$ cat src/hdl/tension_pid_with_slack_detect_defines.svh
// assertion macros of the tension controller rtl, used by tpsd_pid
// expects signals named clk and rst_n in the module that uses them
`ifndef TENSION_PID_WITH_SLACK_DETECT_DEFINES_SVH
`define TENSION_PID_WITH_SLACK_DETECT_DEFINES_SVH

// same-cycle implication, checked out of reset
`define TPSD_ASSERT_NOW(label, trig, cond, msg) \
    label: assert property (@(posedge clk) disable iff (!rst_n) (trig) |-> (cond)) \
        else $error(msg);

// next-cycle implication, checked out of reset
`define TPSD_ASSERT_NEXT(label, trig, cond, msg) \
    label: assert property (@(posedge clk) disable iff (!rst_n) (trig) |=> (cond)) \
        else $error(msg);

`endif

$ cat src/hdl/tpsd_pkg.sv
// shared types and constants of the cable tension pid controller
// no dependencies
`timescale 1ns / 1ps
`default_nettype none

package tpsd_pkg;

    // field widths
    localparam int unsigned SAMPLE_W   = 16;
    localparam int unsigned SPEED_W    = 16;
    localparam int unsigned GAIN_W     = 16;
    localparam int unsigned LEVEL_W    = 15;
    localparam int unsigned ERR_W      = 18;
    localparam int unsigned ERRMAG_W   = 17;
    localparam int unsigned DIFF_W     = 19;
    localparam int unsigned INTEG_W    = 32;
    localparam int unsigned FRAC_SHIFT = 12;

    // register port
    localparam int unsigned PDATA_W    = 32;
    localparam int unsigned REG_IDX_W  = 3;
    localparam int unsigned PADDR_W    = REG_IDX_W + 2;

    // item modes
    localparam logic MODE_SAMPLE = 1'b0;
    localparam logic MODE_TICK   = 1'b1;

    // register indexes
    localparam logic [REG_IDX_W-1:0] REG_TARGET      = 3'd0;
    localparam logic [REG_IDX_W-1:0] REG_GAIN_P      = 3'd1;
    localparam logic [REG_IDX_W-1:0] REG_GAIN_I      = 3'd2;
    localparam logic [REG_IDX_W-1:0] REG_GAIN_D      = 3'd3;
    localparam logic [REG_IDX_W-1:0] REG_DEADBAND    = 3'd4;
    localparam logic [REG_IDX_W-1:0] REG_SLACK_LEVEL = 3'd5;
    localparam logic [REG_IDX_W-1:0] REG_SLACK_SPEED = 3'd6;
    localparam logic [REG_IDX_W-1:0] REG_MAX_SPEED   = 3'd7;

    // register reset values
    localparam logic [GAIN_W-1:0]         RST_GAIN_P      = 16'd77;
    localparam logic [LEVEL_W-1:0]        RST_DEADBAND    = 15'd800;
    localparam logic [LEVEL_W-1:0]        RST_SLACK_LEVEL = 15'd960;
    localparam logic signed [SPEED_W-1:0] RST_SLACK_SPEED = 16'sd400;
    localparam logic [LEVEL_W-1:0]        RST_MAX_SPEED   = 15'd3000;

    typedef struct packed {
        logic signed [SAMPLE_W-1:0] target_tension;
        logic [GAIN_W-1:0]          gain_p;
        logic [GAIN_W-1:0]          gain_i;
        logic [GAIN_W-1:0]          gain_d;
        logic [LEVEL_W-1:0]         deadband;
        logic [LEVEL_W-1:0]         slack_level;
        logic signed [SPEED_W-1:0]  slack_speed;
        logic [LEVEL_W-1:0]         max_speed;
    } cfg_t;

    typedef struct packed {
        logic                       mode;
        logic signed [SAMPLE_W-1:0] sample;
    } item_t;

    typedef struct packed {
        logic signed [SPEED_W-1:0] speed;
        logic                      slack;
    } result_t;

endpackage

`default_nettype wire

$ cat src/hdl/tpsd_window.sv
// sample window of the tension controller: shift line, running sum, slack check
// depends on tpsd_pkg
`timescale 1ns / 1ps
`default_nettype none

module tpsd_window #(
    parameter int unsigned WINDOW = 10
) (
    input  wire logic                                               clk,
    input  wire logic                                               rst_n,
    input  wire logic                                               shift_en,
    input  wire logic signed [tpsd_pkg::SAMPLE_W-1:0]               sample,
    input  wire logic [tpsd_pkg::LEVEL_W-1:0]                       slack_level,
    output logic signed [tpsd_pkg::SAMPLE_W+$clog2(WINDOW)-1:0]     sum,
    output logic                                                    slack
);

    localparam int unsigned SUM_W = tpsd_pkg::SAMPLE_W + $clog2(WINDOW);

    logic signed [tpsd_pkg::SAMPLE_W-1:0] tap_reg [WINDOW];
    logic signed [SUM_W-1:0]              sum_reg;
    logic signed [SUM_W-1:0]              sum_next;
    logic signed [tpsd_pkg::SAMPLE_W-1:0] level_s;

    // the oldest reading drops out as the new one enters
    assign sum_next = sum_reg + SUM_W'(sample) - SUM_W'(tap_reg[WINDOW-1]);
    assign sum      = sum_reg;

    always_ff @(posedge clk or negedge rst_n)
    begin
        if (!rst_n)
        begin
            for (int i = 0; i < WINDOW; i++)
            begin
                tap_reg[i] <= '0;
            end
            sum_reg <= '0;
        end
        else if (shift_en)
        begin
            tap_reg[0] <= sample;
            for (int i = 1; i < WINDOW; i++)
            begin
                tap_reg[i] <= tap_reg[i-1];
            end
            sum_reg <= sum_next;
        end
    end

    // slack when no reading rises above the level
    assign level_s = $signed({1'b0, slack_level});

    always_comb
    begin
        slack = 1'b1;
        for (int i = 0; i < WINDOW; i++)
        begin
            if (tap_reg[i] > level_s)
            begin
                slack = 1'b0;
            end
        end
    end

endmodule

`default_nettype wire

$ cat config.mk
export PLATFORM = sky130hd
export DESIGN_NAME = tpsd_window
export DESIGN_NICKNAME = d
export VERILOG_FILES = /design/src/hdl/tension_pid_with_slack_detect_defines.svh /design/src/hdl/tpsd_pkg.sv /design/src/hdl/tpsd_window.sv
export SDC_FILE = /design/constraint.sdc
export NUM_CORES = 1
export LEC_CHECK = 0
export ABC_AREA = 0
export BUFFER_PORTS_ARGS = -buffer_cell sky130_fd_sc_hd__buf_4
export CAP_MARGIN = 20
export CORE_MARGIN = 4
export CORE_UTILIZATION = 30
export DETAILED_ROUTE_END_ITERATION = 16
export PLACE_DENSITY = 0.49
export SKIP_LAST_GASP = 1
export SLEW_MARGIN = 10
export SYNTH_ARGS = -nofsm -noshare
export SYNTH_HDL_FRONTEND = slang
export SYNTH_SLANG_ARGS = --single-unit
$ cat constraint.sdc
create_clock -name clk -period 4.3 [get_ports clk]
set_clock_uncertainty 0.2 [all_clocks]
set_input_delay 0.43 -clock clk [delete_from_list [all_inputs] [get_ports clk]]
set_output_delay 0.43 -clock clk [all_outputs]
set_load 0.005 [all_outputs]
## Word level (Yosys, flattened, before mapping)

Index checks and enable logic that the tools add are counted.

| word-level totals | value |
|---|---|
| RAM bits | 0 |
| memories | 0 |
| bits in latches | 0 |
| output and inout bits | 21 |
| word-level logic and storage cells | 33 |
| bits in registers | 180 |
| bits in read-only memories | 0 |
| input port bits | 34 |

| cells by class | value |
|---|---|
| shift operators | 0 |
| equality and inequality tests | 0 |
| div/mod/pow operators | 0 |
| reductions and logical operators | 0 |
| bitwise logic cells | 0 |
| magnitude comparators | 10 |
| $add $sub $neg | 2 |
| multiply operators | 0 |
| multiplexer cells | 10 |

Operators by type and width:

| kind | count |
|---|---|
| 16-bit greater-than comparator | 10 |
| 20-bit by 16-bit adder with 20-bit output | 1 |
| 20-bit by 16-bit subtractor with 20-bit output | 1 |
| 1-bit two-way mux | 10 |

## Longest topological paths before layout

| logic depth | value |
|---|---|
| depth after elaboration | 11 |
| mapped depth | 13 |
| mapped depth without buffers | 13 |

## Least setup slack after synthesis

OpenSTA, ideal clock, no wires.

| path | value |
|---|---|
| kind | input to register |
| start | input sample[1] (netlist bit) |
| end | register sum_reg[19] (netlist: sum[19]) |
| path buffers | 0 |
| arrival time | 2.845 ns |
| library setup time | 0.139 ns |
| required time | 3.961 ns |
| stages on the path | 11 |
| slack | 1.116 ns |
| cell sequence | inv_1 -> fa_1 -> inv_1 -> ha_1 -> a211oi_2 -> nor2_2 -> o21ai_2 -> or3_4 -> a31oi_4 -> nor4b_1 -> or4_1 |

| on the way | value |
|---|---|
| longest elaborated chain between the ends | 2 |

RTL lines:

| item | RTL line | RTL |
|---|---|---|
| from (decl) | tpsd_window.sv:12 | `input wire logic signed [tpsd_pkg::SAMPLE_W-1:0] sample,` |
| 20-bit by 16-bit adder with 20-bit output | tpsd_window.sv:26 | `assign sum_next = sum_reg + SUM_W'(sample) - SUM_W'(tap_reg[WINDOW-1]);` |
| 20-bit by 16-bit subtractor with 20-bit output | tpsd_window.sv:26 |  |
| to (signal assigned) | tpsd_window.sv:46 | `sum_reg <= sum_next;` |
| to (decl) | tpsd_window.sv:21 | `logic signed [SUM_W-1:0] sum_reg;` |

Every way passes these cells.
A chain may end at the register's enable or synchronous reset.

## Worst setup path in the final report

| path | value |
|---|---|
| start | register tap_reg[43] (netlist bit) |
| end | output slack |

| on the way | value |
|---|---|
| longest elaborated chain between the ends | 4 |

RTL lines:

| item | RTL line | RTL |
|---|---|---|
| from (decl) | tpsd_window.sv:20 | `logic signed [tpsd_pkg::SAMPLE_W-1:0] tap_reg [WINDOW];` |
| from (signal, indexed assignment) | tpsd_window.sv:44 | `tap_reg[i] <= tap_reg[i-1];` |
| 16-bit greater-than comparator | tpsd_window.sv:58 | `if (tap_reg[i] > level_s)` |
| 1-bit two-way mux (3 in series) | tpsd_window.sv:58 |  |
| to (decl) | tpsd_window.sv:15 | `output logic slack` |

Every way passes these cells.

==> flow_metrics.py <==
metrics = {
    "die": {
        "dieArea_um2": 41800,
        "rows": 71,
        "ios": 55,
        "die_h_um": 204,
        "start_util": 0.306,
        "die_w_um": 204,
        "core_area_um2": 37800,
    },
    "cells_and_area": {
        "area_growth_pct": 14.8,
        "largest_reg_flops": 160,
        "drive_above_1_share": 0.232,
        "register_area_um2": 4500,
        "antenna_cells": 0,
        "fin_nets": 1335,
        "multiInputGateArea_um2": 6580,
        "final_util": 0.351,
        "final_area_um2": 13300,
        "fill_cells": 3796,
    },
    "setup_path": {
        "crit_required_ns": 3.67,
        "path_cells": "ha_1 -> and4_1 -> nand3_1 -> a211oi_1 -> nor4b_1 -> a2111oi_0 -> a211o_1 -> nor3_1 -> buf_4 -> buf_4",
        "cpMaxStageDelayCell": "a2111oi_0",
        "crit_path_start_kind": "register",
        "end_kind": "output port",
        "critPathMaxFanout": 3,
        "slowest_delay_ns": 0.69,
        "critical_path_class": "reg2out",
        "cp_common_cell": "buf_4",
        "arrival_ns": 3.25,
        "ff2ff_path_depth": 11,
    },
    "sta": {
        "tns_ns": 0,
        "finalCritPeriodShare": 0.903,
        "finalHoldViolCount": 0,
        "slew_headroom": 0.390,
        "timing.fmax_ghz": 0.257,
        "maxSlewViolCount": 0,
        "finalCriticalPeriod_ns": 3.88,
        "rsz0062_at_grt": "no",
        "setup_viol": 0,
        "hold_slack_ns": 0.0206,
        "tightest_slew_ns": 0.914,
    },
    "logic_synthesis": {
        "synth_ff_type": "dfrtp_1",
        "async_flop_share": 1.00,
        "mappedNetlistArea_um2": 11600,
        "syn_nets": 1266,
        "yosysWarnings": 0,
        "ys_seq_area_frac": 0.389,
        "synthCells": 1042,
        "synth_area_per_cell_um2": 11.1,
        "synth_cell_type_count": 59,
        "synth_edf_count": 0,
        "ys_ff_latch": 180,
    },
    "clock_network": {
        "clk_path_buf_depth": 2,
        "htreeDepth": 4,
        "cts_buffers": 17,
        "cts_setup_buffers": 0,
        "cts-resized-gates": 0,
        "clkLatencyLatePin_ns": 0.45,
        "cts.sinks": 180,
        "clock-root-buffer": "clkbuf_16",
        "cts_tree": "built",
        "clkSlewWorstSetupHoldPaths_ns": 0.08,
    },
    "power": {
        "power.density_nw_per_um2": 667,
        "ir_drop_mv": 0.326,
        "power_mw": 8.87,
        "total_leakage_power_nw": 6.15,
    },
    "route": {
        "drc": 0,
        "drt_iter0_drc": 446,
        "wirelength_um": 31600,
        "firstDrtPassIters": 5,
        "met2_length_um": 14400,
        "wl_per_cell_um": 19.4,
        "wl_met1_um": 15500,
        "via_count": 8142,
        "ant_nets": 0,
        "met3_length_um": 847,
        "viasPerCell": 4.98,
        "top_layer_used": "met4",
    },
    "hold_path": {
        "hold_depth": 2,
        "hold_path.class": "in2reg",
    },
    "run_status": {
        "status": "completed",
    },
    "placement": {
        "dp_hpwl_um": 24400,
        "gp_congestion": 0.829,
        "place_area_um2": 12700,
        "port_buffers": 54,
    },
    "grt": {
        "grt_pass1_vias": 8437,
        "grtUsageTotal": 0.157,
        "antenna_found_initial": 0,
        "grt_max_degree": 143,
        "grt_pass1_wl_um": 50200,
        "grt_overflow": 0,
    },
    "run": {
        "drv_cap": 0,
    },
}
critical path: cells and delay by family, from the launching register on:
kind | cells | cell delay, ns
buffers and inverters | 2 | 0.28
flip-flops | 1 | 0.42
AND/OR/NAND/NOR | 4 | 0.52
AO/OA/AOI/OAI | 3 | 1.27
adder cells (fa/ha/maj) | 1 | 0.30
final cells by class:
type | count | area share
Sequential cell | 180 | 0.339
Tap cell | 511 | 0.0481
Inverter | 109 | 0.0308
Multi-Input combinational cell | 730 | 0.495
Timing Repair Buffer | 73 | 0.0440
Clock inverter | 12 | 0.00894
Clock buffer | 20 | 0.0343
repair_timing:
| item | 4_1_cts | 5_1_grt |
|---|---|---|
| endpoints found under the hold margin | 92 | 0 |
| hold buffers | 1 | 0 |
| endpoints found under the setup margin | 0 | 0 |
cell usage after synthesis, types with 5 or more instances:
cell	instances	area [µm²]
a211oi_1	7	52.6
dfrtp_1	180	4500
inv_1	109	409
nor2_1	26	97.6
o21bai_1	7	52.6
mux2_2	150	1690
clkbuf_1	15	56.3
o21ai_0	44	220
a21o_1	11	82.6
nor2b_1	19	119
nand2b_1	6	37.5
a2111oi_0	9	78.8
o21a_1	22	165
nand2_1	45	169
buf_1	8	30.0
nand3_1	14	70.1
nor4_1	8	50.1
nor3_1	13	65.1
a21oi_1	54	270
fa_1	19	380
ha_1	171	2140
and4_1	7	61.3
nand4_1	21	131
mux2i_1	5	50.1
cells by family after synthesis:
family / count (synthesis) / share of synthesized area
flops: 180 / 0.389
compound gates: 195 / 0.111
simple gates: 182 / 0.0839
xor+xnor: 8 / 0.00605
fa+ha+maj: 190 / 0.218
buf+inv: 132 / 0.0428
mux: 155 / 0.150
power breakdown:
| group | internal (mW) | switching [mW] |
|---|---|---|
| Sequential | 2.26 | 0.594 |
| Clock | 0.838 | 0.737 |
| Combinational | 2.11 | 2.33 |
| Total | 5.21 | 3.66 |
cell usage in the layout (no fill, tap or decap), types with 5 or more instances in the layout:
master,instances
dfrtp_1,180
nor3_1,13
o21a_1,22
o21ai_0,44
nor4_1,8
inv_1,109
nand2b_1,6
a21oi_1,54
ha_1,171
clkbuf_16,17
nand2_1,45
a2111oi_0,9
and4_1,7
a21o_1,11
o21bai_1,7
fa_1,19
buf_4,68
nor2_1,26
nor2b_1,19
nand4_1,21
mux2i_1,5
nand3_1,14
a211oi_1,7
mux2_2,150
through the flow:
| step | instances | setup slack, ns |
|---|---|---|
| global route | 1635 | 0.306 |
| global placement | 1602 | 0.456 |
| finish | 1635 | 0.416 |
| detailed placement | 1602 | 0.512 |
| floorplan | 1042 | 1.12 |
| CTS | 1635 | 0.441 |
worst paths after layout:
check	from	endpoint	slack, ns
max	tap_reg[43]$_DFFE_PN0P_	slack	0.42
min	sample[4]	tap_reg[148]$_DFFE_PN0P_	0.02
max reg2reg	sum[1]$_DFFE_PN0P_	sum[19]$_DFFE_PN0P_	0.94
min reg2reg	tap_reg[112]$_DFFE_PN0P_	tap_reg[96]$_DFFE_PN0P_	0.29
max in group asynchronous	rst_n	tap_reg[92]$_DFFE_PN0P_	2.55
min in group asynchronous	rst_n	tap_reg[149]$_DFFE_PN0P_	0.41
per-layer routing:
layer | global-route usage | vias up
met2 | 0.249 | 118
met1 | 0.221 | 4065
met3 | 0.0211 | 28
met4 | 0.0536 | 0
li1 | - | 3931
met5 | 0 | -
(Power assumes the default switching activity.)
