===== src/hdl/tension_pid_with_slack_detect_defines.svh =====
// assertion macros of the tension controller rtl, used by tpsd_pid
// expects signals named clk and rst_n in the module that uses them
`ifndef TENSION_PID_WITH_SLACK_DETECT_DEFINES_SVH
`define TENSION_PID_WITH_SLACK_DETECT_DEFINES_SVH

// same-cycle implication, checked out of reset
`define TPSD_ASSERT_NOW(label, trig, cond, msg) \
    label: assert property (@(posedge clk) disable iff (!rst_n) (trig) |-> (cond)) \
        else $error(msg);

// next-cycle implication, checked out of reset
`define TPSD_ASSERT_NEXT(label, trig, cond, msg) \
    label: assert property (@(posedge clk) disable iff (!rst_n) (trig) |=> (cond)) \
        else $error(msg);

`endif


===== src/hdl/tpsd_pkg.sv =====
// shared types and constants of the cable tension pid controller
// no dependencies
`timescale 1ns / 1ps
`default_nettype none

package tpsd_pkg;

    // field widths
    localparam int unsigned SAMPLE_W   = 16;
    localparam int unsigned SPEED_W    = 16;
    localparam int unsigned GAIN_W     = 16;
    localparam int unsigned LEVEL_W    = 15;
    localparam int unsigned ERR_W      = 18;
    localparam int unsigned ERRMAG_W   = 17;
    localparam int unsigned DIFF_W     = 19;
    localparam int unsigned INTEG_W    = 32;
    localparam int unsigned FRAC_SHIFT = 12;

    // register port
    localparam int unsigned PDATA_W    = 32;
    localparam int unsigned REG_IDX_W  = 3;
    localparam int unsigned PADDR_W    = REG_IDX_W + 2;

    // item modes
    localparam logic MODE_SAMPLE = 1'b0;
    localparam logic MODE_TICK   = 1'b1;

    // register indexes
    localparam logic [REG_IDX_W-1:0] REG_TARGET      = 3'd0;
    localparam logic [REG_IDX_W-1:0] REG_GAIN_P      = 3'd1;
    localparam logic [REG_IDX_W-1:0] REG_GAIN_I      = 3'd2;
    localparam logic [REG_IDX_W-1:0] REG_GAIN_D      = 3'd3;
    localparam logic [REG_IDX_W-1:0] REG_DEADBAND    = 3'd4;
    localparam logic [REG_IDX_W-1:0] REG_SLACK_LEVEL = 3'd5;
    localparam logic [REG_IDX_W-1:0] REG_SLACK_SPEED = 3'd6;
    localparam logic [REG_IDX_W-1:0] REG_MAX_SPEED   = 3'd7;

    // register reset values
    localparam logic [GAIN_W-1:0]         RST_GAIN_P      = 16'd77;
    localparam logic [LEVEL_W-1:0]        RST_DEADBAND    = 15'd800;
    localparam logic [LEVEL_W-1:0]        RST_SLACK_LEVEL = 15'd960;
    localparam logic signed [SPEED_W-1:0] RST_SLACK_SPEED = 16'sd400;
    localparam logic [LEVEL_W-1:0]        RST_MAX_SPEED   = 15'd3000;

    typedef struct packed {
        logic signed [SAMPLE_W-1:0] target_tension;
        logic [GAIN_W-1:0]          gain_p;
        logic [GAIN_W-1:0]          gain_i;
        logic [GAIN_W-1:0]          gain_d;
        logic [LEVEL_W-1:0]         deadband;
        logic [LEVEL_W-1:0]         slack_level;
        logic signed [SPEED_W-1:0]  slack_speed;
        logic [LEVEL_W-1:0]         max_speed;
    } cfg_t;

    typedef struct packed {
        logic                       mode;
        logic signed [SAMPLE_W-1:0] sample;
    } item_t;

    typedef struct packed {
        logic signed [SPEED_W-1:0] speed;
        logic                      slack;
    } result_t;

endpackage

`default_nettype wire


===== src/hdl/tpsd_pid.sv =====
// control tick pipeline: mean error, deadband, integral, pid products, clamp
// depends on tpsd_pkg and tension_pid_with_slack_detect_defines.svh
`timescale 1ns / 1ps
`default_nettype none

`include "tension_pid_with_slack_detect_defines.svh"

module tpsd_pid #(
    parameter int unsigned WINDOW = 10
) (
    input  wire logic                                               clk,
    input  wire logic                                               rst_n,
    input  wire tpsd_pkg::cfg_t                                     cfg,
    input  wire logic                                               tick_valid,
    output logic                                                    tick_ready,
    input  wire logic signed [tpsd_pkg::SAMPLE_W+$clog2(WINDOW)-1:0] window_sum,
    input  wire logic                                               window_slack,
    output logic                                                    result_valid,
    input  wire logic                                               result_stall,
    output tpsd_pkg::result_t                                       result
);

    localparam int unsigned LOG_W   = $clog2(WINDOW);
    localparam int unsigned SUM_W   = tpsd_pkg::SAMPLE_W + LOG_W;
    localparam int unsigned EW_W    = SUM_W + 1;
    localparam int unsigned MAG_W   = EW_W;
    localparam int unsigned K       = MAG_W + LOG_W;
    localparam int unsigned RCP_W   = MAG_W + 1;
    localparam int unsigned PROD_W  = MAG_W + RCP_W;
    localparam int unsigned P_W     = tpsd_pkg::GAIN_W + 1 + tpsd_pkg::ERR_W;
    localparam int unsigned I_W     = tpsd_pkg::GAIN_W + 1 + tpsd_pkg::INTEG_W;
    localparam int unsigned D_W     = tpsd_pkg::GAIN_W + 1 + tpsd_pkg::DIFF_W;
    localparam int unsigned ACC_W   = I_W + 2;
    localparam int unsigned AMAG_W  = ACC_W - tpsd_pkg::FRAC_SHIFT;
    localparam int unsigned ISUM_W  = tpsd_pkg::INTEG_W + 1;

    // rounded divide by the window length as a reciprocal multiply, exact for MAG_W bits
    localparam logic [RCP_W-1:0] RECIP =
        RCP_W'(((64'd1 << K) + 64'(WINDOW) - 64'd1) / 64'(WINDOW));
    localparam logic [MAG_W-1:0]       HALF_W = MAG_W'(WINDOW / 2);
    localparam logic signed [EW_W-1:0] WIN_C  = EW_W'(WINDOW);
    localparam logic signed [tpsd_pkg::INTEG_W-1:0] INTEG_MAX =
        {1'b0, {(tpsd_pkg::INTEG_W-1){1'b1}}};
    localparam logic signed [tpsd_pkg::INTEG_W-1:0] INTEG_MIN =
        {1'b1, {(tpsd_pkg::INTEG_W-1){1'b0}}};

    // stage valids and readiness
    logic v1_reg, v2_reg, v3_reg, v4_reg;
    logic rdy1, rdy2, rdy3, rdy4, rdy_out;
    logic result_valid_reg;
    tpsd_pkg::result_t result_reg;

    assign rdy_out    = !result_valid_reg || !result_stall;
    assign rdy4       = !v4_reg || rdy_out;
    assign rdy3       = !v3_reg || rdy4;
    assign rdy2       = !v2_reg || rdy3;
    assign rdy1       = !v1_reg || rdy2;
    assign tick_ready = rdy1;

    // stage 1: scaled target minus window sum
    logic signed [EW_W-1:0] ew_c;
    logic signed [EW_W-1:0] ew1_reg;
    logic                   slack1_reg;

    assign ew_c = EW_W'(cfg.target_tension) * WIN_C - EW_W'(window_sum);

    // stage 2: rounded magnitude times reciprocal
    logic                    ew_neg;
    logic [MAG_W-1:0]        ew_abs;
    logic [MAG_W-1:0]        ew_round;
    logic [PROD_W-1:0]       prod_c;
    logic [PROD_W-1:0]       prod2_reg;
    logic                    neg2_reg;
    logic                    slack2_reg;

    assign ew_neg   = ew1_reg[EW_W-1];
    assign ew_abs   = ew_neg ? MAG_W'(-ew1_reg) : MAG_W'(ew1_reg);
    assign ew_round = ew_abs + HALF_W;
    assign prod_c   = PROD_W'(ew_round) * PROD_W'(RECIP);

    // stage 3: error, deadband, integral and derivative terms
    logic [tpsd_pkg::ERRMAG_W-1:0]         err_mag;
    logic signed [tpsd_pkg::ERR_W-1:0]     err_c;
    logic                                  inband_c;
    logic signed [ISUM_W-1:0]              integ_sum;
    logic signed [tpsd_pkg::INTEG_W-1:0]   integ_c;
    logic signed [tpsd_pkg::DIFF_W-1:0]    diff_c;
    logic signed [tpsd_pkg::INTEG_W-1:0]   error_integral_reg;
    logic signed [tpsd_pkg::ERR_W-1:0]     previous_error_reg;
    logic signed [tpsd_pkg::ERR_W-1:0]     err3_reg;
    logic signed [tpsd_pkg::INTEG_W-1:0]   integ3_reg;
    logic signed [tpsd_pkg::DIFF_W-1:0]    diff3_reg;
    logic                                  inband3_reg;
    logic                                  slack3_reg;
    logic                                  state_upd;

    assign err_mag  = prod2_reg[K +: tpsd_pkg::ERRMAG_W];
    assign err_c    = neg2_reg ? -$signed({1'b0, err_mag}) : $signed({1'b0, err_mag});
    assign inband_c = err_mag <= tpsd_pkg::ERRMAG_W'(cfg.deadband);
    assign integ_sum = ISUM_W'(error_integral_reg) + ISUM_W'(err_c);
    assign diff_c   = tpsd_pkg::DIFF_W'(err_c) - tpsd_pkg::DIFF_W'(previous_error_reg);
    assign state_upd = v2_reg && rdy3 && !inband_c;

    // saturate the integral to the signed 32-bit range
    always_comb
    begin
        if (integ_sum[ISUM_W-1] != integ_sum[ISUM_W-2])
        begin
            integ_c = integ_sum[ISUM_W-1] ? INTEG_MIN : INTEG_MAX;
        end
        else
        begin
            integ_c = integ_sum[tpsd_pkg::INTEG_W-1:0];
        end
    end

    // stage 4: the three gain products
    logic signed [P_W-1:0] p_c, p4_reg;
    logic signed [I_W-1:0] i_c, i4_reg;
    logic signed [D_W-1:0] d_c, d4_reg;
    logic                  inband4_reg;
    logic                  slack4_reg;

    assign p_c = P_W'($signed({1'b0, cfg.gain_p})) * P_W'(err3_reg);
    assign i_c = I_W'($signed({1'b0, cfg.gain_i})) * I_W'(integ3_reg);
    assign d_c = D_W'($signed({1'b0, cfg.gain_d})) * D_W'(diff3_reg);

    // output stage: sum, truncate toward zero, deadband zero, slack override, clamp
    logic signed [ACC_W-1:0]            acc;
    logic                               acc_neg;
    logic [ACC_W-1:0]                   acc_abs;
    logic [AMAG_W-1:0]                  acc_mag;
    logic [tpsd_pkg::LEVEL_W-1:0]       pid_lim;
    logic [tpsd_pkg::SPEED_W-1:0]       pid_lim_w;
    logic signed [tpsd_pkg::SPEED_W-1:0] pid_spd;
    logic signed [tpsd_pkg::SPEED_W:0]  ss_ext;
    logic signed [tpsd_pkg::SPEED_W:0]  max_pos;
    logic signed [tpsd_pkg::SPEED_W:0]  max_neg;
    logic signed [tpsd_pkg::SPEED_W-1:0] slack_spd;
    logic signed [tpsd_pkg::SPEED_W-1:0] spd_c;

    assign acc       = ACC_W'(p4_reg) + ACC_W'(i4_reg) + ACC_W'(d4_reg);
    assign acc_neg   = acc[ACC_W-1];
    assign acc_abs   = acc_neg ? ACC_W'(-acc) : ACC_W'(acc);
    assign acc_mag   = acc_abs[ACC_W-1:tpsd_pkg::FRAC_SHIFT];
    assign pid_lim   = (acc_mag > AMAG_W'(cfg.max_speed)) ?
                       cfg.max_speed : acc_mag[tpsd_pkg::LEVEL_W-1:0];
    assign pid_lim_w = {1'b0, pid_lim};
    assign pid_spd   = acc_neg ? $signed(-pid_lim_w) : $signed(pid_lim_w);

    assign ss_ext  = {cfg.slack_speed[tpsd_pkg::SPEED_W-1], cfg.slack_speed};
    assign max_pos = $signed({2'b00, cfg.max_speed});
    assign max_neg = -max_pos;

    always_comb
    begin
        if (ss_ext > max_pos)
        begin
            slack_spd = max_pos[tpsd_pkg::SPEED_W-1:0];
        end
        else if (ss_ext < max_neg)
        begin
            slack_spd = max_neg[tpsd_pkg::SPEED_W-1:0];
        end
        else
        begin
            slack_spd = cfg.slack_speed;
        end
    end

    always_comb
    begin
        if (inband4_reg)
        begin
            spd_c = '0;
        end
        else if (slack4_reg)
        begin
            spd_c = slack_spd;
        end
        else
        begin
            spd_c = pid_spd;
        end
    end

    // stage valid bits and controller state
    always_ff @(posedge clk or negedge rst_n)
    begin
        if (!rst_n)
        begin
            v1_reg             <= 1'b0;
            v2_reg             <= 1'b0;
            v3_reg             <= 1'b0;
            v4_reg             <= 1'b0;
            result_valid_reg   <= 1'b0;
            error_integral_reg <= '0;
            previous_error_reg <= '0;
        end
        else
        begin
            if (rdy1)
            begin
                v1_reg <= tick_valid;
            end
            if (rdy2)
            begin
                v2_reg <= v1_reg;
            end
            if (rdy3)
            begin
                v3_reg <= v2_reg;
            end
            if (rdy4)
            begin
                v4_reg <= v3_reg;
            end
            if (rdy_out)
            begin
                result_valid_reg <= v4_reg;
            end
            if (state_upd)
            begin
                error_integral_reg <= integ_c;
                previous_error_reg <= err_c;
            end
        end
    end

    // stage payloads
    always_ff @(posedge clk)
    begin
        if (rdy1 && tick_valid)
        begin
            ew1_reg    <= ew_c;
            slack1_reg <= window_slack;
        end
        if (rdy2 && v1_reg)
        begin
            prod2_reg  <= prod_c;
            neg2_reg   <= ew_neg;
            slack2_reg <= slack1_reg;
        end
        if (rdy3 && v2_reg)
        begin
            err3_reg    <= err_c;
            integ3_reg  <= integ_c;
            diff3_reg   <= diff_c;
            inband3_reg <= inband_c;
            slack3_reg  <= slack2_reg;
        end
        if (rdy4 && v3_reg)
        begin
            p4_reg      <= p_c;
            i4_reg      <= i_c;
            d4_reg      <= d_c;
            inband4_reg <= inband3_reg;
            slack4_reg  <= slack3_reg;
        end
        if (rdy_out && v4_reg)
        begin
            result_reg.speed <= spd_c;
            result_reg.slack <= slack4_reg;
        end
    end

    assign result_valid = result_valid_reg;
    assign result       = result_reg;

    // checks
    `TPSD_ASSERT_NOW(a_speed_clamped, result_valid_reg,
        ($signed(result_reg.speed) <= $signed({1'b0, cfg.max_speed})) &&
        ($signed(result_reg.speed) >= -$signed({1'b0, cfg.max_speed})),
        "speed beyond clamp")
    `TPSD_ASSERT_NEXT(a_deadband_holds_integral, v2_reg && rdy3 && inband_c,
        $stable(error_integral_reg) && $stable(previous_error_reg),
        "integral moved inside deadband")
    `TPSD_ASSERT_NEXT(a_last_stage_delivers, v4_reg && rdy_out, result_valid_reg,
        "tick lost at output register")

endmodule

`default_nettype wire


===== config.mk =====
export PLATFORM = sky130hd
export DESIGN_NAME = tpsd_pid
export DESIGN_NICKNAME = d
export VERILOG_FILES = /design/src/hdl/tpsd_pkg.sv /design/src/hdl/tpsd_pid.sv
export VERILOG_INCLUDE_DIRS = /design/src /design/src/hdl
export SDC_FILE = /design/constraint.sdc
export NUM_CORES = 2
export LEC_CHECK = 0
export BUFFER_PORTS_ARGS = -buffer_cell sky130_fd_sc_hd__buf_2
export CAP_MARGIN = 40
export CELL_PAD_IN_SITES_DETAIL_PLACEMENT = 1
export CELL_PAD_IN_SITES_GLOBAL_PLACEMENT = 2
export CORE_ASPECT_RATIO = 1.4
export CORE_UTILIZATION = 46
export CTS_CLUSTER_DIAMETER = 40
export CTS_CLUSTER_SIZE = 28
export DETAILED_ROUTE_END_ITERATION = 10
export GPL_TIMING_DRIVEN = 0
export PLACE_DENSITY = 0.93
export SYNTH_ARGS = -nofsm -noshare
export SYNTH_HDL_FRONTEND = slang
export SYNTH_SLANG_ARGS = --single-unit
export TNS_END_PERCENT = 10

===== constraint.sdc =====
create_clock -name clk -period 22.4 [get_ports clk]
set_input_delay 3.36 -clock clk [delete_from_list [all_inputs] [get_ports clk]]
set_output_delay 3.36 -clock clk [all_outputs]
set_load 0.05 [all_outputs]

=== Word level (Yosys, flattened, before mapping) ===
Cells that the tools add are included.

* Multiply operators: 5
* $lt $le $gt $ge: 4
* Reductions and logical operators: 18
* Add/sub/neg operators: 11
* Eq/ne operators: 1
* Muxes and demuxes: 10

{| class="wikitable"
|+ Operator list
! cell !! count
|-
| two-way mux 16 bit || 4
|-
| two-way mux 32 bit || 2
|-
| adder 50 x 36 -> 51 bit || 1
|-
| two-way mux 51 bit || 1
|-
| negation 51 bit || 1
|-
| adder 35 x 49 -> 50 bit || 1
|-
| multiplier 17 x 32 -> 49 bit || 1
|-
| multiplier 21 x 20 -> 40 bit, second input constant || 1
|-
| greater-than comparator 39 x 15 -> 1 bit || 1
|-
| multiplier 17 x 19 -> 36 bit || 1
|-
| multiplier 17 x 18 -> 35 bit || 1
|-
| adder 32 x 18 -> 33 bit || 1
|-
| adder 21 x 3 -> 21 bit, second input constant || 1
|-
| two-way mux 21 bit || 1
|-
| negation 21 bit || 1
|-
| subtractor 21 x 20 -> 21 bit || 1
|-
| multiplier 16 x 4 -> 20 bit, second input constant || 1
|-
| subtractor 18 x 18 -> 19 bit || 1
|-
| two-way mux 18 bit || 1
|-
| negation 17 -> 18 bit || 1
|-
| less-or-equal comparator 17 x 15 -> 1 bit || 1
|-
| less-than comparator 16 x 17 -> 1 bit || 1
|-
| negation 15 -> 17 bit || 1
|-
| greater-than comparator 16 bit || 1
|-
| 6 further kinds || 21
|}

* Word-level logic and storage cells: 73
* Register bits after elaboration: 329
* Input port bits: 150

=== Longest topological paths before layout ===
* Word-level depth: 9
* Depth in mapped cells: 43

=== Worst setup path before layout ===
OpenSTA, ideal clock, no wires.

* Kind: input port to flip-flop
* Start point: input port cfg[67] in the netlist's numbering
* End point: register d4_reg[35] (data pin)
* Required time: 22142 ps
* Arrival time: 9952 ps
* Path buffers: 2
* Setup slack: 12190 ps
* Stages on the path: 25
* Path through: clkbuf_1 > clkbuf_1 > nand2_1 > fa_1 > inv_1 > fa_1 > fa_1 > fa_1 > inv_1 > fa_1 > inv_1 > fa_1 > ha_1 > or2_2 > a21oi_1 > a31oi_1 > a41oi_1 > nor4b_1 > o31ai_1 > o41ai_1 > o2111ai_1 > a311oi_1 > a21oi_1 > nor2_1 > xnor2_1

* Word-level cells in the longest chain between the ends: 1

{| class="wikitable"
|+ Ends and longest elaborated chain
! element !! line !! source
|-
| start: declaration || tpsd_pid.sv:13 || <nowiki>input wire tpsd_pkg::cfg_t cfg,</nowiki>
|-
| multiplier 17 x 19 -> 36 bit || tpsd_pid.sv:126 || <nowiki>assign d_c = D_W'($signed({1'b0, cfg.gain_d})) * D_W'(diff3_reg);</nowiki>
|-
| via d_c[35] || tpsd_pid.sv:120 || <nowiki>logic signed [D_W-1:0] d_c, d4_reg;</nowiki>
|-
| end signal: assignment || tpsd_pid.sv:256 || <nowiki>d4_reg <= d_c;</nowiki>
|-
| end: declaration || tpsd_pid.sv:120 ||
|}

The timed path passes the listed nets, and every way through them passes these cells.
A chain may end at the register's enable or synchronous reset.

=== Final worst setup path ===
* Start point: register d4_reg[2]
* End point: register result_reg (netlist bit result[13]) (data pin)

* Word-level cells in the longest chain between the ends: 8

{| class="wikitable"
|+ Ends and longest elaborated chain
! element !! line !! source
|-
| adder 50 x 36 -> 51 bit (*) || tpsd_pid.sv:142 || <nowiki>assign acc = ACC_W'(p4_reg) + ACC_W'(i4_reg) + ACC_W'(d4_reg);</nowiki>
|-
| negation 51 bit || tpsd_pid.sv:144 || <nowiki>assign acc_abs = acc_neg ? ACC_W'(-acc) : ACC_W'(acc);</nowiki>
|-
| two-way mux 51 bit || tpsd_pid.sv:144 ||
|-
| greater-than comparator 39 x 15 -> 1 bit || tpsd_pid.sv:146 || <nowiki>assign pid_lim = (acc_mag > AMAG_W'(cfg.max_speed)) ?</nowiki>
|-
| two-way mux 15 bit || tpsd_pid.sv:146 ||
|-
| negation 15 -> 16 bit || tpsd_pid.sv:149 || <nowiki>assign pid_spd = acc_neg ? $signed(-pid_lim_w) : $signed(pid_lim_w);</nowiki>
|-
| two-way mux 16 bit (*) || tpsd_pid.sv:149 ||
|-
| two-way mux 16 bit (*) || tpsd_pid.sv:177 || <nowiki>else if (slack4_reg)</nowiki>
|-
| end: declaration || tpsd_pid.sv:51 || <nowiki>tpsd_pkg::result_t result_reg;</nowiki>
|}

Mark *: on every way between the ends. The rest lies on a longest branch, timed or not.

==> summary.txt <==
Cells and area
  • Final core utilization: 50.0%
  • P&R area growth vs syn: 7.62%
  • Layout cells sized above 1: 4.47%
  • Post-route cell area: 74,900 sq um
  • Max reg flops: 49
  • Final nets: 9,818

Synth
  • Synthesized Nets: 9,609
  • Cells after synthesis: 7,460
  • Post-Synth XOR/XNOR Area: 3.99%
  • Async SR Flop Fraction: 18.0%
  • Adder-Cell Fraction of Synth Area: 49.9%
  • Synthesized flop and latch total: 306
  • Yosys warns: 0
  • Post-synth EDFFs: 251
  • Post-synthesis mux area share: 0.931%
  • Synth Area in Simple Gates: 14.2%
  • Top post-synthesis cells by area: fa_1, ha_1, edfxtp_1
  • Synth top area share: 37.1%
  • Compound-Gate Fraction of Synth Area: 7.91%
  • Seq/Total Area, Yosys: 12.8%
  • Synthesized cell area: 69,600 sq um
  • Synth Flop Type: edfxtp_1
  • Synth area leader: fa_1
  • Synth cell types: 99
  • Mapped Avg Cell Area: 9.33 sq um
  • Largest family of logic cells by synthesized area: adder cells

Critical path
  • Cell mode on critical path: o21ai_0
  • CP max stage delay: 0.80 ns
  • Arr. time, crit path: 12.96 ns
  • Startpoint type of the worst setup path: flop
  • RR Endpoint: result[13]
  • Worst path slowest cell: o21ai_1
  • Reg2Reg Launch Point: d4_reg[2]
  • Critical Path RT: 22.79 ns
  • CP Max Fanout: 10
  • Critical path launch point: d4_reg[2]
  • R2R cell count: 42
  • Crit Path Category: reg2reg
  • Setup slack, reg-to-reg: 9.83 ns
  • Worst setup EP type: flop

Die
  • # IOs: 169
  • Initial cell density of the core: 46.4%
  • Die Area: 153,000 sq um
  • Area of the core: 150,000 sq um
  • Die X-Extent: 331 microns
  • Die height: 462 microns
  • Core Rows: 168

Timing
  • Crit share post-route: 56.1%
  • Final setup violation count: 0
  • TNS Setup: 0 ns
  • Final hold vios: 0
  • Worst-Margin Slew: 0.999 ns
  • Max transition margin: 31.7%
  • Slew Limit Fails: 0
  • Max Clk Rate: 79.5 MHz
  • RSZ-0062 raised after global routing: false
  • Final min period: 12.57 ns
  • Layout Skew: 0.0698 ns

Global route
  • Largest net degree at the start of global routing: 38
  • First-pass GRT wire length: 351,000 microns
  • Initial antenna violation count: 6
  • Vias in the first global route: 62,500
  • Total grt overflow: 0
  • Total track usage: 30.2%

Placed design
  • Half-perimeter wire length after placement: 192,000 microns
  • Buffers on Ports: 131
  • Placed Instance Area: 73,000 sq um
  • Gpl congestion: 0.960

Drt
  • Via count: 53,900
  • Iteration-0 DRC Markers: 2,648
  • Drt first pass iters: 7
  • Routed WL: 224,000 microns
  • Post-route ant nets: 0
  • DR vias/cell: 5.57
  • DRC: 0
  • Drt wl/cell: 23.1 microns

Clocking
  • CTS Hold Bufs: 0
  • Clk buf depth: 3
  • Post-cts resize count: 0
  • Root Buffer: clkbuf_16
  • Worst-path clk slew: 0.06 ns
  • H-tree lvl count: 2
  • TritonCTS buffer count: 53
  • CTS tree: done
  • # Post-CTS Setup Buffers: 0
  • Clock Latency Late Sink: 0.66 ns
  • Clk sinks: 306

Hold path
  • Hold path startpoint: slack1_reg
  • Worst Hold Depth: 0
  • Min-delay worst type: reg2reg
  • End of the worst hold path: slack2_reg

Run
  • MaxCap Viol Count: 0

Run status
  • Outcome: finished, final reports clean
critical path, delay by kind of cell (launching register included):
kind                     cells  cell delay, ns
AO/OA/AOI/OAI               18            5.06
AND/OR/NAND/NOR             10            2.38
buffers and inverters        6            2.15
adder cells (fa/ha/maj)      4            1.43
flip-flops                   1            0.44
XOR/XNOR                     2            0.39
multiplexers                 2            0.37
routing by layer:
layer	track usage, %	routed length [microns]	vias up
met1	33.1	81400	28000
met5	0	26	-
li1	-	-	23700
met3	3.15	9820	636
met4	16.4	14000	4
met2	56.4	118000	1547
per-stage QoR:
stage	hold WS, ns	cells	setup WS [ns]
2_1_floorplan	0.400	7460	12.19
3_3_place_gp	0.407	9546	9.53
3_5_place_dp	0.433	9568	9.63
4_1_cts	0.448	9668	10.00
5_1_grt	0.453	9670	9.31
6_report	0.447	9674	9.83
layout make-up:
class,instances,area [sq um]
antenna,5,12.5
buffer,232,891
clock buffer,59,1360
clock inverter,41,532
fill,17400,75000
inverter,1672,6280
multi-input combinational,5250,53500
sequential,306,8910
tap,1955,2450
timing repair buffer,154,937
worst max path at each step:
stage	endpoint	slack [ns]	cells after the start
2_1_floorplan	d4_reg[35]	12.19	25
4_1_cts	result[13]	10.00	42
6_report	result[13]	9.83	42
3_5_place_dp	i4_reg[47]	9.63	30
3_3_place_gp	i4_reg[47]	9.53	28
5_1_grt	result[15]	9.31	42
Yosys cell counts, types with 6 or more instances:
cell	instances
or4_1	11
or2_2	17
nand3_1	75
o41ai_1	9
a31oi_1	31
a41oi_1	6
o2111ai_1	8
nand2b_1	51
o21ai_1	6
nand3b_1	6
a21boi_0	33
o21a_1	47
or3_1	35
o31ai_1	24
fa_1	1290
a211o_1	16
nor2b_1	36
xnor2_1	219
nor4_1	25
o21bai_1	16
a221oi_1	6
o22ai_1	25
and3_1	26
nor3_1	83
a2111oi_0	7
mux2i_1	22
nor2_1	238
xor2_1	98
a211oi_1	19
nand2_1	868
inv_1	1671
o31a_1	7
ha_1	709
nand4_1	35
a311oi_1	7
o21ai_0	182
o211ai_1	29
dfrtp_1	55
a21o_1	87
edfxtp_1	251
mux2_2	38
a21oi_1	220
and2_1	486
clkbuf_1	223
cells in the final DEF, fill, tap and decap left out, drive strengths merged, types with 17 or more instances in the layout:
master and instances:
a211oi 21, a21boi 33, a21o 87, a21oi 222
a31oi 31, and2 488, and3 26, buf 161
clkbuf 283, clkinv 19, dfrtp 55, edfxtp 251
fa 1290, ha 709, inv 1685, mux2 38
mux2i 22, nand2 868, nand2b 51, nand3 75
nand4 37, nor2 239, nor2b 36, nor3 84
nor4 26, o211ai 29, o21a 48, o21ai 190
o22ai 25, o31ai 24, or2 17, or3 36
xnor2 219, xor2 98
kinds of logic (layout without fill, tap and decap cells):
kind of cell / Yosys count / after routing
AOI/OAI and AO/OA: 846 / 846
xor gates and xnor gates: 317 / 317
adders and majority gates: 2001 / 2001
buffers and inverters: 1904 / 2158
DFF: 306 / 306
muxes: 60 / 60
other: 0 / 5
and+or+nand+nor: 2026 / 2026
Power is left out: the tool's default activity adds up to more than one toggle a clock period on the data nets, which glitch-free logic cannot reach.
